$ cat src/rtl/tx_slot_block_allocator_unit_defines.svh
// Assertion macros for the transmit slot and block allocator.
// Used by tx_slot_block_allocator_unit.sv; the macros expect clk_i and rst_ni in scope.
`ifndef TX_SLOT_BLOCK_ALLOCATOR_UNIT_DEFINES_SVH
`define TX_SLOT_BLOCK_ALLOCATOR_UNIT_DEFINES_SVH

`ifndef SYNTH

// Same-cycle implication, off while in reset
`define TSBA_ASSERT_IMP(label, ante, cons, msg) \
  label: assert property (@(posedge clk_i) disable iff (!rst_ni) (ante) |-> (cons)) \
    else $error(msg);

// Next-cycle implication, off while in reset
`define TSBA_ASSERT_NXT(label, ante, cons, msg) \
  label: assert property (@(posedge clk_i) disable iff (!rst_ni) (ante) |=> (cons)) \
    else $error(msg);

`else

`define TSBA_ASSERT_IMP(label, ante, cons, msg)
`define TSBA_ASSERT_NXT(label, ante, cons, msg)

`endif

`endif

$ cat src/rtl/tsba_pkg.sv
// Types and constants for the transmit slot and block allocator.
// No dependencies; imported by tx_slot_block_allocator_unit.
`default_nettype none

package tsba_pkg;

  // Sizing
  localparam int SLOT_COUNT   = 16;
  localparam int BLOCK_SHIFT  = 8;
  localparam int SPARE_BLOCKS = 2;
  localparam int SLOT_W       = (SLOT_COUNT > 1) ? $clog2(SLOT_COUNT) : 1;

  // Field widths
  localparam int FRAME_LEN_W = 12;
  localparam int ID_W        = 8;
  localparam int STATUS_W    = 8;
  localparam int FAIL_W      = 8;
  localparam int FREED_W     = 10;
  localparam int SLOT_ID_W   = 4;
  localparam int TAKEN_W     = 5;
  localparam int BLOCKS_W    = 16;
  localparam int COUNT_W     = 32;
  localparam int NEED_W      = 16;

  // Block count arithmetic constants
  localparam logic [FRAME_LEN_W-1:0] EXCL_MASK  = FRAME_LEN_W'(8'hff);
  localparam logic [NEED_W-1:0]      EXCL_PAD   = NEED_W'(34);
  localparam logic [NEED_W-1:0]      EXCL_LIMIT = NEED_W'(252);
  localparam logic [NEED_W-1:0]      TAKEN_MAX  = NEED_W'((1 << TAKEN_W) - 1);
  localparam logic [STATUS_W-1:0]    RETRY_MASK_RST = STATUS_W'(3);

  typedef enum logic [1:0] {
    FUNC_ALLOC    = 2'd0,
    FUNC_COMPLETE = 2'd1,
    FUNC_CREDIT   = 2'd2,
    FUNC_NONE     = 2'd3
  } func_e;

  typedef enum logic [1:0] {
    RES_OK         = 2'd0,
    RES_BUSY       = 2'd1,
    RES_ILLEGAL_ID = 2'd2
  } result_e;

  typedef struct packed {
    func_e                  func;
    logic [FRAME_LEN_W-1:0] frame_len;
    logic [ID_W-1:0]        result_id;
    logic [STATUS_W-1:0]    result_status;
    logic [FAIL_W-1:0]      fail_count;
    logic                   no_ack;
    logic [FREED_W-1:0]     freed_blocks;
  } alloc_req_t;

  typedef struct packed {
    result_e              result_code;
    logic [SLOT_ID_W-1:0] slot_id;
    logic [TAKEN_W-1:0]   blocks_taken;
    logic [BLOCKS_W-1:0]  blocks_left;
    logic                 acked;
    logic [COUNT_W-1:0]   retry_limit_hits;
    logic [COUNT_W-1:0]   failure_total;
  } alloc_rsp_t;

endpackage

`default_nettype wire

$ cat src/rtl/tx_slot_block_allocator_unit.sv
// Registers: input register, then result register; all logic lies between the two.
// Throughput: one beat per cycle unless the result channel stalls; the slot search is
// a priority encoder over the busy flags, the block count two shifts and four adds.
// Reset: asynchronous, active low; all slots free, zero free blocks, counters cleared,
// retry mask back to 3. No clearing pass; items are taken right after reset.
`default_nettype none

`include "tx_slot_block_allocator_unit_defines.svh"

module tx_slot_block_allocator_unit
  import tsba_pkg::*;
(
  input  wire logic          clk_i,
  input  wire logic          rst_ni,
  // Configuration: retry exceeded mask
  input  wire logic          cfg_we_i,
  input  wire logic [STATUS_W-1:0] cfg_wdata_i,
  // Request channel
  input  wire logic          in_valid_i,
  output logic               in_stall_o,
  input  wire alloc_req_t    in_data_i,
  // Result channel
  output logic               out_valid_o,
  input  wire logic          out_stall_i,
  output alloc_rsp_t         out_data_o
);

  // ---------------------------------------------------------------------------
  // Registers
  // ---------------------------------------------------------------------------
  logic                  in_valid_q;
  alloc_req_t            in_q;
  logic                  out_valid_q;
  alloc_rsp_t            out_q, out_d;

  logic [SLOT_COUNT-1:0] slot_busy_q, slot_busy_d;
  logic [BLOCKS_W-1:0]   blocks_free_q, blocks_free_d;
  logic [COUNT_W-1:0]    retry_hits_q, retry_hits_d;
  logic [COUNT_W-1:0]    failure_sum_q, failure_sum_d;
  logic [STATUS_W-1:0]   retry_mask_q;

  // Handshake: the held beat moves into the result register whenever that
  // register is empty or being drained this cycle.
  logic in_accept;
  logic advance;

  assign advance     = in_valid_q && (!out_valid_q || !out_stall_i);
  assign in_stall_o  = in_valid_q && !advance;
  assign in_accept   = in_valid_i && !in_stall_o;
  assign out_valid_o = out_valid_q;
  assign out_data_o  = out_q;

  // ---------------------------------------------------------------------------
  // Lowest free slot: priority encoder over the busy flags
  // ---------------------------------------------------------------------------
  logic              found;
  logic [SLOT_W-1:0] free_idx;

  always_comb begin
    found    = 1'b0;
    free_idx = '0;
    for (int i = SLOT_COUNT - 1; i >= 0; i--) begin
      if (!slot_busy_q[i]) begin
        found    = 1'b1;
        free_idx = SLOT_W'(i);
      end
    end
  end

  // ---------------------------------------------------------------------------
  // Blocks needed by the frame: length in blocks, plus one or two depending on
  // whether the tail plus header overhead spills over, plus the spare blocks.
  // ---------------------------------------------------------------------------
  logic [NEED_W-1:0] len_blocks;
  logic [NEED_W-1:0] excl;
  logic [NEED_W-1:0] need;

  always_comb begin
    len_blocks = NEED_W'(in_q.frame_len >> BLOCK_SHIFT);
    excl       = (len_blocks << 2) + NEED_W'(in_q.frame_len & EXCL_MASK) + EXCL_PAD;
    need       = len_blocks + ((excl > EXCL_LIMIT) ? NEED_W'(2) : NEED_W'(1))
               + NEED_W'(SPARE_BLOCKS);
  end

  // ---------------------------------------------------------------------------
  // Completion slot check and credit saturation
  // ---------------------------------------------------------------------------
  logic [SLOT_W-1:0]   id_idx;
  logic                id_ok;
  logic [BLOCKS_W:0]   credit_sum;
  logic                grant;

  assign id_idx     = in_q.result_id[SLOT_W-1:0];
  assign id_ok      = (in_q.result_id < ID_W'(SLOT_COUNT)) && slot_busy_q[id_idx];
  assign credit_sum = {1'b0, blocks_free_q} + (BLOCKS_W + 1)'(in_q.freed_blocks);
  assign grant      = (in_q.func == FUNC_ALLOC) && found && (need <= NEED_W'(blocks_free_q));

  // ---------------------------------------------------------------------------
  // Item processing: next state and the result beat
  // ---------------------------------------------------------------------------
  always_comb begin
    slot_busy_d   = slot_busy_q;
    blocks_free_d = blocks_free_q;
    retry_hits_d  = retry_hits_q;
    failure_sum_d = failure_sum_q;

    out_d              = '0;
    out_d.result_code  = RES_OK;

    case (in_q.func)
      FUNC_ALLOC: begin
        if (!found) begin
          out_d.result_code = RES_BUSY;
        end else begin
          out_d.blocks_taken = (need > TAKEN_MAX) ? TAKEN_W'(TAKEN_MAX) : need[TAKEN_W-1:0];
          if (grant) begin
            slot_busy_d[free_idx] = 1'b1;
            blocks_free_d         = blocks_free_q - BLOCKS_W'(need);
            out_d.slot_id         = SLOT_ID_W'({{SLOT_ID_W{1'b0}}, free_idx});
          end else begin
            // Not enough blocks: the slot stays free
            out_d.result_code = RES_BUSY;
          end
        end
      end
      FUNC_COMPLETE: begin
        if (!id_ok) begin
          out_d.result_code = RES_ILLEGAL_ID;
        end else begin
          if (!in_q.no_ack) begin
            out_d.acked = (in_q.result_status == '0);
            if ((in_q.result_status & retry_mask_q) != '0) begin
              retry_hits_d = retry_hits_q + COUNT_W'(1);
            end
          end
          failure_sum_d       = failure_sum_q + COUNT_W'(in_q.fail_count);
          slot_busy_d[id_idx] = 1'b0;
          out_d.slot_id       = SLOT_ID_W'({{SLOT_ID_W{1'b0}}, id_idx});
        end
      end
      FUNC_CREDIT: begin
        // Saturate the free block count
        blocks_free_d = credit_sum[BLOCKS_W] ? '1 : credit_sum[BLOCKS_W-1:0];
      end
      default: begin
        // Unused function: report state only
      end
    endcase

    out_d.blocks_left      = blocks_free_d;
    out_d.retry_limit_hits = retry_hits_d;
    out_d.failure_total    = failure_sum_d;
  end

  // ---------------------------------------------------------------------------
  // Control and state registers
  // ---------------------------------------------------------------------------
  always_ff @(posedge clk_i or negedge rst_ni) begin
    if (!rst_ni) begin
      in_valid_q    <= 1'b0;
      out_valid_q   <= 1'b0;
      slot_busy_q   <= '0;
      blocks_free_q <= '0;
      retry_hits_q  <= '0;
      failure_sum_q <= '0;
      retry_mask_q  <= RETRY_MASK_RST;
    end else begin
      // Hold the input beat until it advances
      if (in_accept) begin
        in_valid_q <= 1'b1;
      end else if (advance) begin
        in_valid_q <= 1'b0;
      end

      // Drop the result beat once taken, unless a new one replaces it
      if (advance) begin
        out_valid_q <= 1'b1;
      end else if (!out_stall_i) begin
        out_valid_q <= 1'b0;
      end

      if (advance) begin
        slot_busy_q   <= slot_busy_d;
        blocks_free_q <= blocks_free_d;
        retry_hits_q  <= retry_hits_d;
        failure_sum_q <= failure_sum_d;
      end

      if (cfg_we_i) begin
        retry_mask_q <= cfg_wdata_i;
      end
    end
  end

  // Payload registers
  always_ff @(posedge clk_i) begin
    if (in_accept) begin
      in_q <= in_data_i;
    end
    if (advance) begin
      out_q <= out_d;
    end
  end

  // ---------------------------------------------------------------------------
  // Assertions
  // ---------------------------------------------------------------------------
  `TSBA_ASSERT_NXT(a_grant_marks_busy, advance && grant, slot_busy_q[$past(free_idx)], "granted slot not marked busy")
  `TSBA_ASSERT_NXT(a_free_only_grows_on_credit, !(advance && (in_q.func == FUNC_CREDIT)), blocks_free_q <= $past(blocks_free_q), "free blocks grew without credit")
  `TSBA_ASSERT_IMP(a_refused_has_no_slot, out_valid_q && (out_q.result_code != RES_OK), (out_q.slot_id == '0) && !out_q.acked, "refused result carries slot or ack")
  `TSBA_ASSERT_NXT(a_held_beat_kept, in_valid_q && !advance, in_valid_q, "held input beat lost")

endmodule

`default_nettype wire
$ cat config.mk
export PLATFORM = sky130hd
export DESIGN_NAME = tx_slot_block_allocator_unit
export DESIGN_NICKNAME = d
export VERILOG_FILES = /design/src/rtl/tsba_pkg.sv /design/src/rtl/tx_slot_block_allocator_unit.sv
export VERILOG_INCLUDE_DIRS = /design/src /design/src/rtl
export SDC_FILE = /design/constraint.sdc
export NUM_CORES = 1
export LEC_CHECK = 0
export ABC_AREA = 1
export BUFFER_PORTS_ARGS = -buffer_cell sky130_fd_sc_hd__buf_2
export CAP_MARGIN = 10
export CORE_MARGIN = 4
export CORE_UTILIZATION = 59
export CTS_BUF_LIST = sky130_fd_sc_hd__clkbuf_16
export DETAILED_ROUTE_END_ITERATION = 12
export PLACE_DENSITY = 0.83
export SYNTH_ARGS = -nofsm -noshare
export SYNTH_HDL_FRONTEND = slang
export SYNTH_SLANG_ARGS = --single-unit
$ cat constraint.sdc
create_clock -name clk_i -period 5.13 [get_ports clk_i]
set_clock_uncertainty 0.05 [all_clocks]
set_input_delay 0.7695 -clock clk_i [delete_from_list [all_inputs] [get_ports clk_i]]
set_output_delay 0.7695 -clock clk_i [all_outputs]
set_load 0.005 [all_outputs]
==> metrics.cfg, run 1 <==
[finish]
antenna_cells = 0
synthToLayoutAreaGrowth_pct = 15.0
finalNetCount = 1865
post_route_cells_drive_above_1_share_pct = 14.3
most-common-layout-cells = 517 x nand2_1, 160 x inv_1, 154 x buf_2
layout_commonest_cell = nand2_1

[synth]
post_synth_edffs = 141
synth.lib_cells_used.distinct = 47
syn_area_per_cell_um2 = 8.42
ys.flop_type = edfxtp_1
area_share_of_the_largest_cell_type_after_synthesis_pct = 31.2
synth_sequential_area_ratio_pct = 50.8
postSynthNetCount = 1715
total_of_flip_flops_plus_latches_after_synthesis = 247
synth-async-reset-ratio_pct = 42.9
synthesis.area_um2 = 13600
synth.largest_area_cell = edfxtp_1
ys_warn_count = 0
ranking_of_synthesized_cells_by_area = edfxtp_1 31%, dfrtp_1 19%, nand2_1 14%, inv_1 4.4%, o21ai_0 4.3%
postSynthCellCount = 1611

[detailed_routing]
initialDrtViolationCount = 1024
drt-vias-per-instance = 5.59
final_routed_wire_length_divided_by_cell_count_um = 16.1
drt_pre_antenna_iters = 6
drc = 0
dr_total_vias = 11600
wirelength_mm = 33.3
detail-route-antenna-nets = 0

[die]
pin_count = 156
chipHeight_um = 160
placement_rows = 55
initial_utilization_pct = 59.9
design.die.area_um2 = 25500
design.core.area_um2 = 22600
fp.dieW_um = 160

[global_routing]
grt.total_usage_pct = 25.7
global_route.overflow_total = 0
first_global_vias = 11100
grt_max_degree = 93
antenna_found_initial = 0
first_pass_grt_wire_length_mm = 54.6

[worst_setup_path]
endpoint_kind_of_the_worst_setup_timing_path = flop
worst_r2r_endpoint = blocks_free_q[6]$_DFFE_PN0P_
worst_path_most_repeated_cell = nand2_1
ff2ff_path_depth = 27
timing_worst_setup_path_type = flop to flop
worst-path-max-fanout = 8
start_kind = flop
reg2reg_setup_slack_ns = 0.24
required_ns = 5.54
crit-reg2reg-launch = in_q[37]$_DFFE_PP_
worst-endpoint-arrival_ns = 5.31
cp_slowest_cell = fa_1
crit_path_max_incr_delay_ns = 0.51

[sta]
finalSetupTns_ns = 0
achievable-frequency_mhz = 204
transition_time_of_the_tightest_slew_check_pin_ns = 1.07
fin_hold_ws_ns = 0.352
grt_setup_unrepaired = false
final_hold_viol_count = 0
slew_headroom_pct = 29.0
slew_violations = 0
layout_min_cycle_time_ns = 4.89
final_cycle_utilization_of_the_critical_path_pct = 95.4
final-setup-viol-count = 0

[power_and_ir_drop]
pwr_density_cell_nw_per_um2 = 446
static-leakage-power_nw = 7.05
peakVddDrop_mv = 0.365

[placed_design]
io_buffers = 155
place_hpwl_mm = 24.0
place_congestion = 0.947

[clocking]
insertion_delay_ns = 0.53
cts_tree = done
h-tree-depth = 1
tritoncts_num_sinks = 247
clock_tree.root_cell = clkbuf_16
cts-root-to-sink-buffers = 3
clk_pin_slew_ns = 0.06
ctsHoldBuffers = 0
cts_made_buffers = 26

[status]
outcome = finished, final reports clean

[run]
max_cap_violations = 0

[hold_path]
min-delay-path-class = input pin to asynchronous set/reset pin

[cells by family (layout without fill, tap and decap cells)]
group	Yosys count	in the layout	share of synthesized area [%]
multiplexers	8	8	0.664
XOR/XNOR	73	73	4.71
AND/OR/NAND/NOR	803	803	24.7
adder cells (fa/ha/maj)	42	42	4.15
buffers and inverters	208	378	5.82
AO/OA/AOI/OAI	230	230	9.18
flip-flops	247	247	50.8
[cell usage after synthesis (9+ instances only)]
| cell | instances |
|---|---|
| nand3_1 | 72 |
| xor2_1 | 60 |
| ha_1 | 37 |
| a21oi_1 | 55 |
| xnor2_1 | 13 |
| dfrtp_1 | 104 |
| nor3_1 | 47 |
| clkbuf_1 | 34 |
| nor2_1 | 106 |
| nand4_1 | 22 |
| inv_1 | 160 |
| o21ai_0 | 117 |
| nand2_1 | 520 |
| edfxtp_1 | 141 |
| o21ai_1 | 18 |
| nor4_1 | 9 |
[metrics by stage]
step / cells / util, % / cell area (um2) / power, W / worst slack [ns]
3_5_place_dp: 2016 / 64.6 / 14600 / 0.00496 / 0.0177
2_1_floorplan: 1611 / - / 13600 / 0.00429 / 0.512
4_1_cts: 2064 / 68.6 / 15500 / 0.00692 / 0.0143
6_report: 2066 / 68.9 / 15600 / 0.00695 / 0.237
5_1_grt: 2066 / 68.9 / 15600 / 0.00738 / 0.00346
3_3_place_gp: 2016 / 64.6 / 14600 / 0.00488 / 0.243
[worst max-delay path: cells and delay by family, from the launching register on]
kind	cells	cell delay [ns]
AOI/OAI and AO/OA	4	0.52
xor gates and xnor gates	1	0.15
and+or+nand+nor	10	0.97
buffers and inverters	5	0.47
DFF	1	0.39
adders and majority gates	7	2.31
[worst max path at each step]
stage / startpoint / cells past startpoint / end
after global placement: in_q[43]$_DFFE_PP_ / 27 / blocks_free_q[6]$_DFFE_PN0P_
after CTS: in_q[43]$_DFFE_PP_ / 26 / slot_busy_q[7]$_DFFE_PN0P_
after global routing: in_q[37]$_DFFE_PP_ / 27 / slot_busy_q[13]$_DFFE_PN0P_
after detailed placement: in_q[43]$_DFFE_PP_ / 26 / slot_busy_q[2]$_DFFE_PN0P_
final: in_q[37]$_DFFE_PP_ / 27 / blocks_free_q[6]$_DFFE_PN0P_
after floorplan: out_stall_i / 5 / out_data_o[0]$_DFFE_PP_
[routing by layer]
metal	vias up	track usage, %	wire length (um)
met5	-	0	0
met4	0	8.21	1010
met3	67	5.47	2670
met2	455	44.1	16200
met1	5400	32.7	13500
li1	5629	-	-
[final cells by class]
cell class,instances,area (um2)
timing repair buffer,166,893
tap,285,357
inverter,164,627
clock inverter,21,214
clock buffer,27,676
sequential,247,6890
multi-input combinational,1156,5940
fill,1809,7040
[power breakdown]
part,switching [W],total [W],internal [W]
registers,0.000306,0.00286,0.00255
clock network,0.000792,0.00195,0.00116
logic,0.00137,0.00214,0.000769
total,0.00247,0.00695,0.00448
[repair_timing]
action / in CTS / in global routing
buffers inserted: 0 / 2
endpoints found under the setup margin: 2 / 38
hold endpoints to repair: 0 / 0
gates resized for setup: 2 / 15
pin swaps: 0 / 3
[registers in the layout (all words and copies together) (netlist names)]
signal         flops
retry_hits_q      32
out_valid_o        1
retry_mask_q       8
out_data_o        92
slot_busy_q       16
failure_sum_q     32
blocks_free_q     16
in_valid_q         1
id_idx             4
in_q              45
(Power assumes the default switching activity.)
==> inputs of run 2 (changes only) <==
--- a/config.mk
+++ b/config.mk
@@ -14,6 +14,7 @@
 export CTS_BUF_LIST = sky130_fd_sc_hd__clkbuf_16
 export DETAILED_ROUTE_END_ITERATION = 12
 export PLACE_DENSITY = 0.83
+export REMOVE_ABC_BUFFERS = 1
 export SYNTH_ARGS = -nofsm -noshare
 export SYNTH_HDL_FRONTEND = slang
 export SYNTH_SLANG_ARGS = --single-unit
==> metrics.cfg, run 2 (same netlist as run 1, synthesis figures left out) <==
[status]
outcome = finished, final reports clean

[detailed_routing]
dr_total_vias = 11600
drc = 0
detail-route-antenna-nets = 0
final_routed_wire_length_divided_by_cell_count_um = 16.1
initialDrtViolationCount = 934
drt-vias-per-instance = 5.59
drt_pre_antenna_iters = 5
wirelength_mm = 33.4

[sta]
layout_min_cycle_time_ns = 4.84
transition_time_of_the_tightest_slew_check_pin_ns = 1.07
final_cycle_utilization_of_the_critical_path_pct = 94.3
final_hold_viol_count = 0
final-setup-viol-count = 0
slew_headroom_pct = 28.4
slew_violations = 0
achievable-frequency_mhz = 207
layout_setup_ws_ns = 0.294

[power_and_ir_drop]
pwr_density_cell_nw_per_um2 = 437
peakVddDrop_mv = 0.418
p_int_w = 0.00437
power_switching_share_pct = 35.7
p_seq_share_pct = 42.2
p_clk_share_pct = 26.7
static-leakage-power_nw = 7.05
combinationalPowerShare_pct = 31.0
switching_power_total_w = 0.00242

[die]
pin_count = 156
placement_rows = 55
fp.dieW_um = 160
design.core.area_um2 = 22600
design.die.area_um2 = 25500
chipHeight_um = 160
initial_utilization_pct = 59.9

[clocking]
cts_made_buffers = 26
cts_tree = done
ctsHoldBuffers = 0
insertion_delay_ns = 0.53
cts-root-to-sink-buffers = 3
clock_tree.root_cell = clkbuf_16
clk_pin_slew_ns = 0.06
tritoncts_num_sinks = 247
h-tree-depth = 1

[finish]
finalNonFillerCells = 2068
most-common-layout-cells = 518 x nand2_1, 166 x inv_1, 154 x buf_2
layout_commonest_cell = nand2_1
finalNetCount = 1866
largest_register_ff_count = 92
synthToLayoutAreaGrowth_pct = 14.5
post_route_cells_drive_above_1_share_pct = 13.8

[global_routing]
first_pass_grt_wire_length_mm = 54.3
first_global_vias = 11100
grt.total_usage_pct = 25.7
antenna_found_initial = 1
grt_max_degree = 80
global_route.overflow_total = 0

[worst_setup_path]
worst-endpoint-arrival_ns = 5.24
crit_start = in_q[43]$_DFFE_PP_
crit_path_max_incr_delay_ns = 0.52
ff2ff_path_depth = 26
reg2reg_setup_slack_ns = 0.29
cp_slowest_cell = fa_2
endpoint_kind_of_the_worst_setup_timing_path = flop
worst_r2r_endpoint = slot_busy_q[2]$_DFFE_PN0P_
timing_worst_setup_path_type = flop to flop
start_kind = flop
required_ns = 5.54
worst-path-max-fanout = 18
crit-reg2reg-launch = in_q[43]$_DFFE_PP_

[placed_design]
place_hpwl_mm = 24.1
place_ws_ns = -0.0398
place_congestion = 0.987
placed_cells = 2017
io_buffers = 155

[hold_path]
min-delay-path-class = input pin to asynchronous set/reset pin

[run]
max_cap_violations = 0

run 2: cell types whose count changed in the layout (fill, tap and decap cells not counted), sizes merged:
cell,delta
bufinv,-2
clkinv,-1
buf,+1
diode,+1
clkinvlp,-2
inv,+5
run 2: what timing repair did:
item	CTS	global route
gates resized for setup	1	10
cloned	0	0
pin swaps	0	2
buffers inserted	0	2
setup endpoints to repair	4	29
run 2: worst max path at each step:
stage / to / depth (start not counted)
2_1_floorplan: failure_sum_q[23]$_DFFE_PN0P_ / 4
3_3_place_gp: slot_busy_q[2]$_DFFE_PN0P_ / 26
3_5_place_dp: slot_busy_q[2]$_DFFE_PN0P_ / 26
4_1_cts: slot_busy_q[2]$_DFFE_PN0P_ / 26
5_1_grt: slot_busy_q[2]$_DFFE_PN0P_ / 26
6_report: slot_busy_q[2]$_DFFE_PN0P_ / 26
run 2: routing by layer:
layer | vias to the layer above | part of all wire, % | track usage [%]
met5 | - | 0 | 0
met1 | 5434 | 41 | 33.7
li1 | 5632 | - | -
met2 | 429 | 48 | 43.4
met4 | 0 | 3.4 | 8.56
met3 | 72 | 7.5 | 4.88
run 2: metrics by stage:
step | total power, W | setup TNS [ns] | cell area [um2] | hold slack, ns | utilization [%]
2_1_floorplan | 0.00428 | -65.53 | 13400 | 0.415 | -
3_3_place_gp | 0.00487 | 0 | 14600 | 0.430 | 64.7
3_5_place_dp | 0.00494 | -0.0398 | 14600 | 0.436 | 64.7
4_1_cts | 0.00678 | 0 | 15500 | 0.315 | 68.4
5_1_grt | 0.00722 | -0.0902 | 15500 | 0.336 | 68.6
6_report | 0.00679 | 0 | 15500 | 0.272 | 68.6
run 2: layout make-up:
type,count,area (um2)
fillers,1764,7100
flip-flops and latches,247,6890
multi-input cells,1156,5930
repair buffers,167,906
clock buffers,27,676
inverters,164,623
well taps,285,357
clock inverters,21,151
diodes,1,2.50
run 2: power groups by stage:
stage          logic, W  registers [W]  clock network (W)
2_1_floorplan   0.00144        0.00284                  0
3_3_place_gp    0.00200        0.00288                  0
3_5_place_dp    0.00206        0.00288                  0
4_1_cts         0.00207        0.00286            0.00185
5_1_grt         0.00237        0.00291            0.00194
6_report        0.00211        0.00287            0.00181
run 2: critical path: cells and delay by family (launching register included):
family	cells	cell delay, ns
simple gates	11	1.26
compound gates	4	0.47
buf+inv	4	0.28
fa+ha+maj	7	2.32
flops	1	0.39
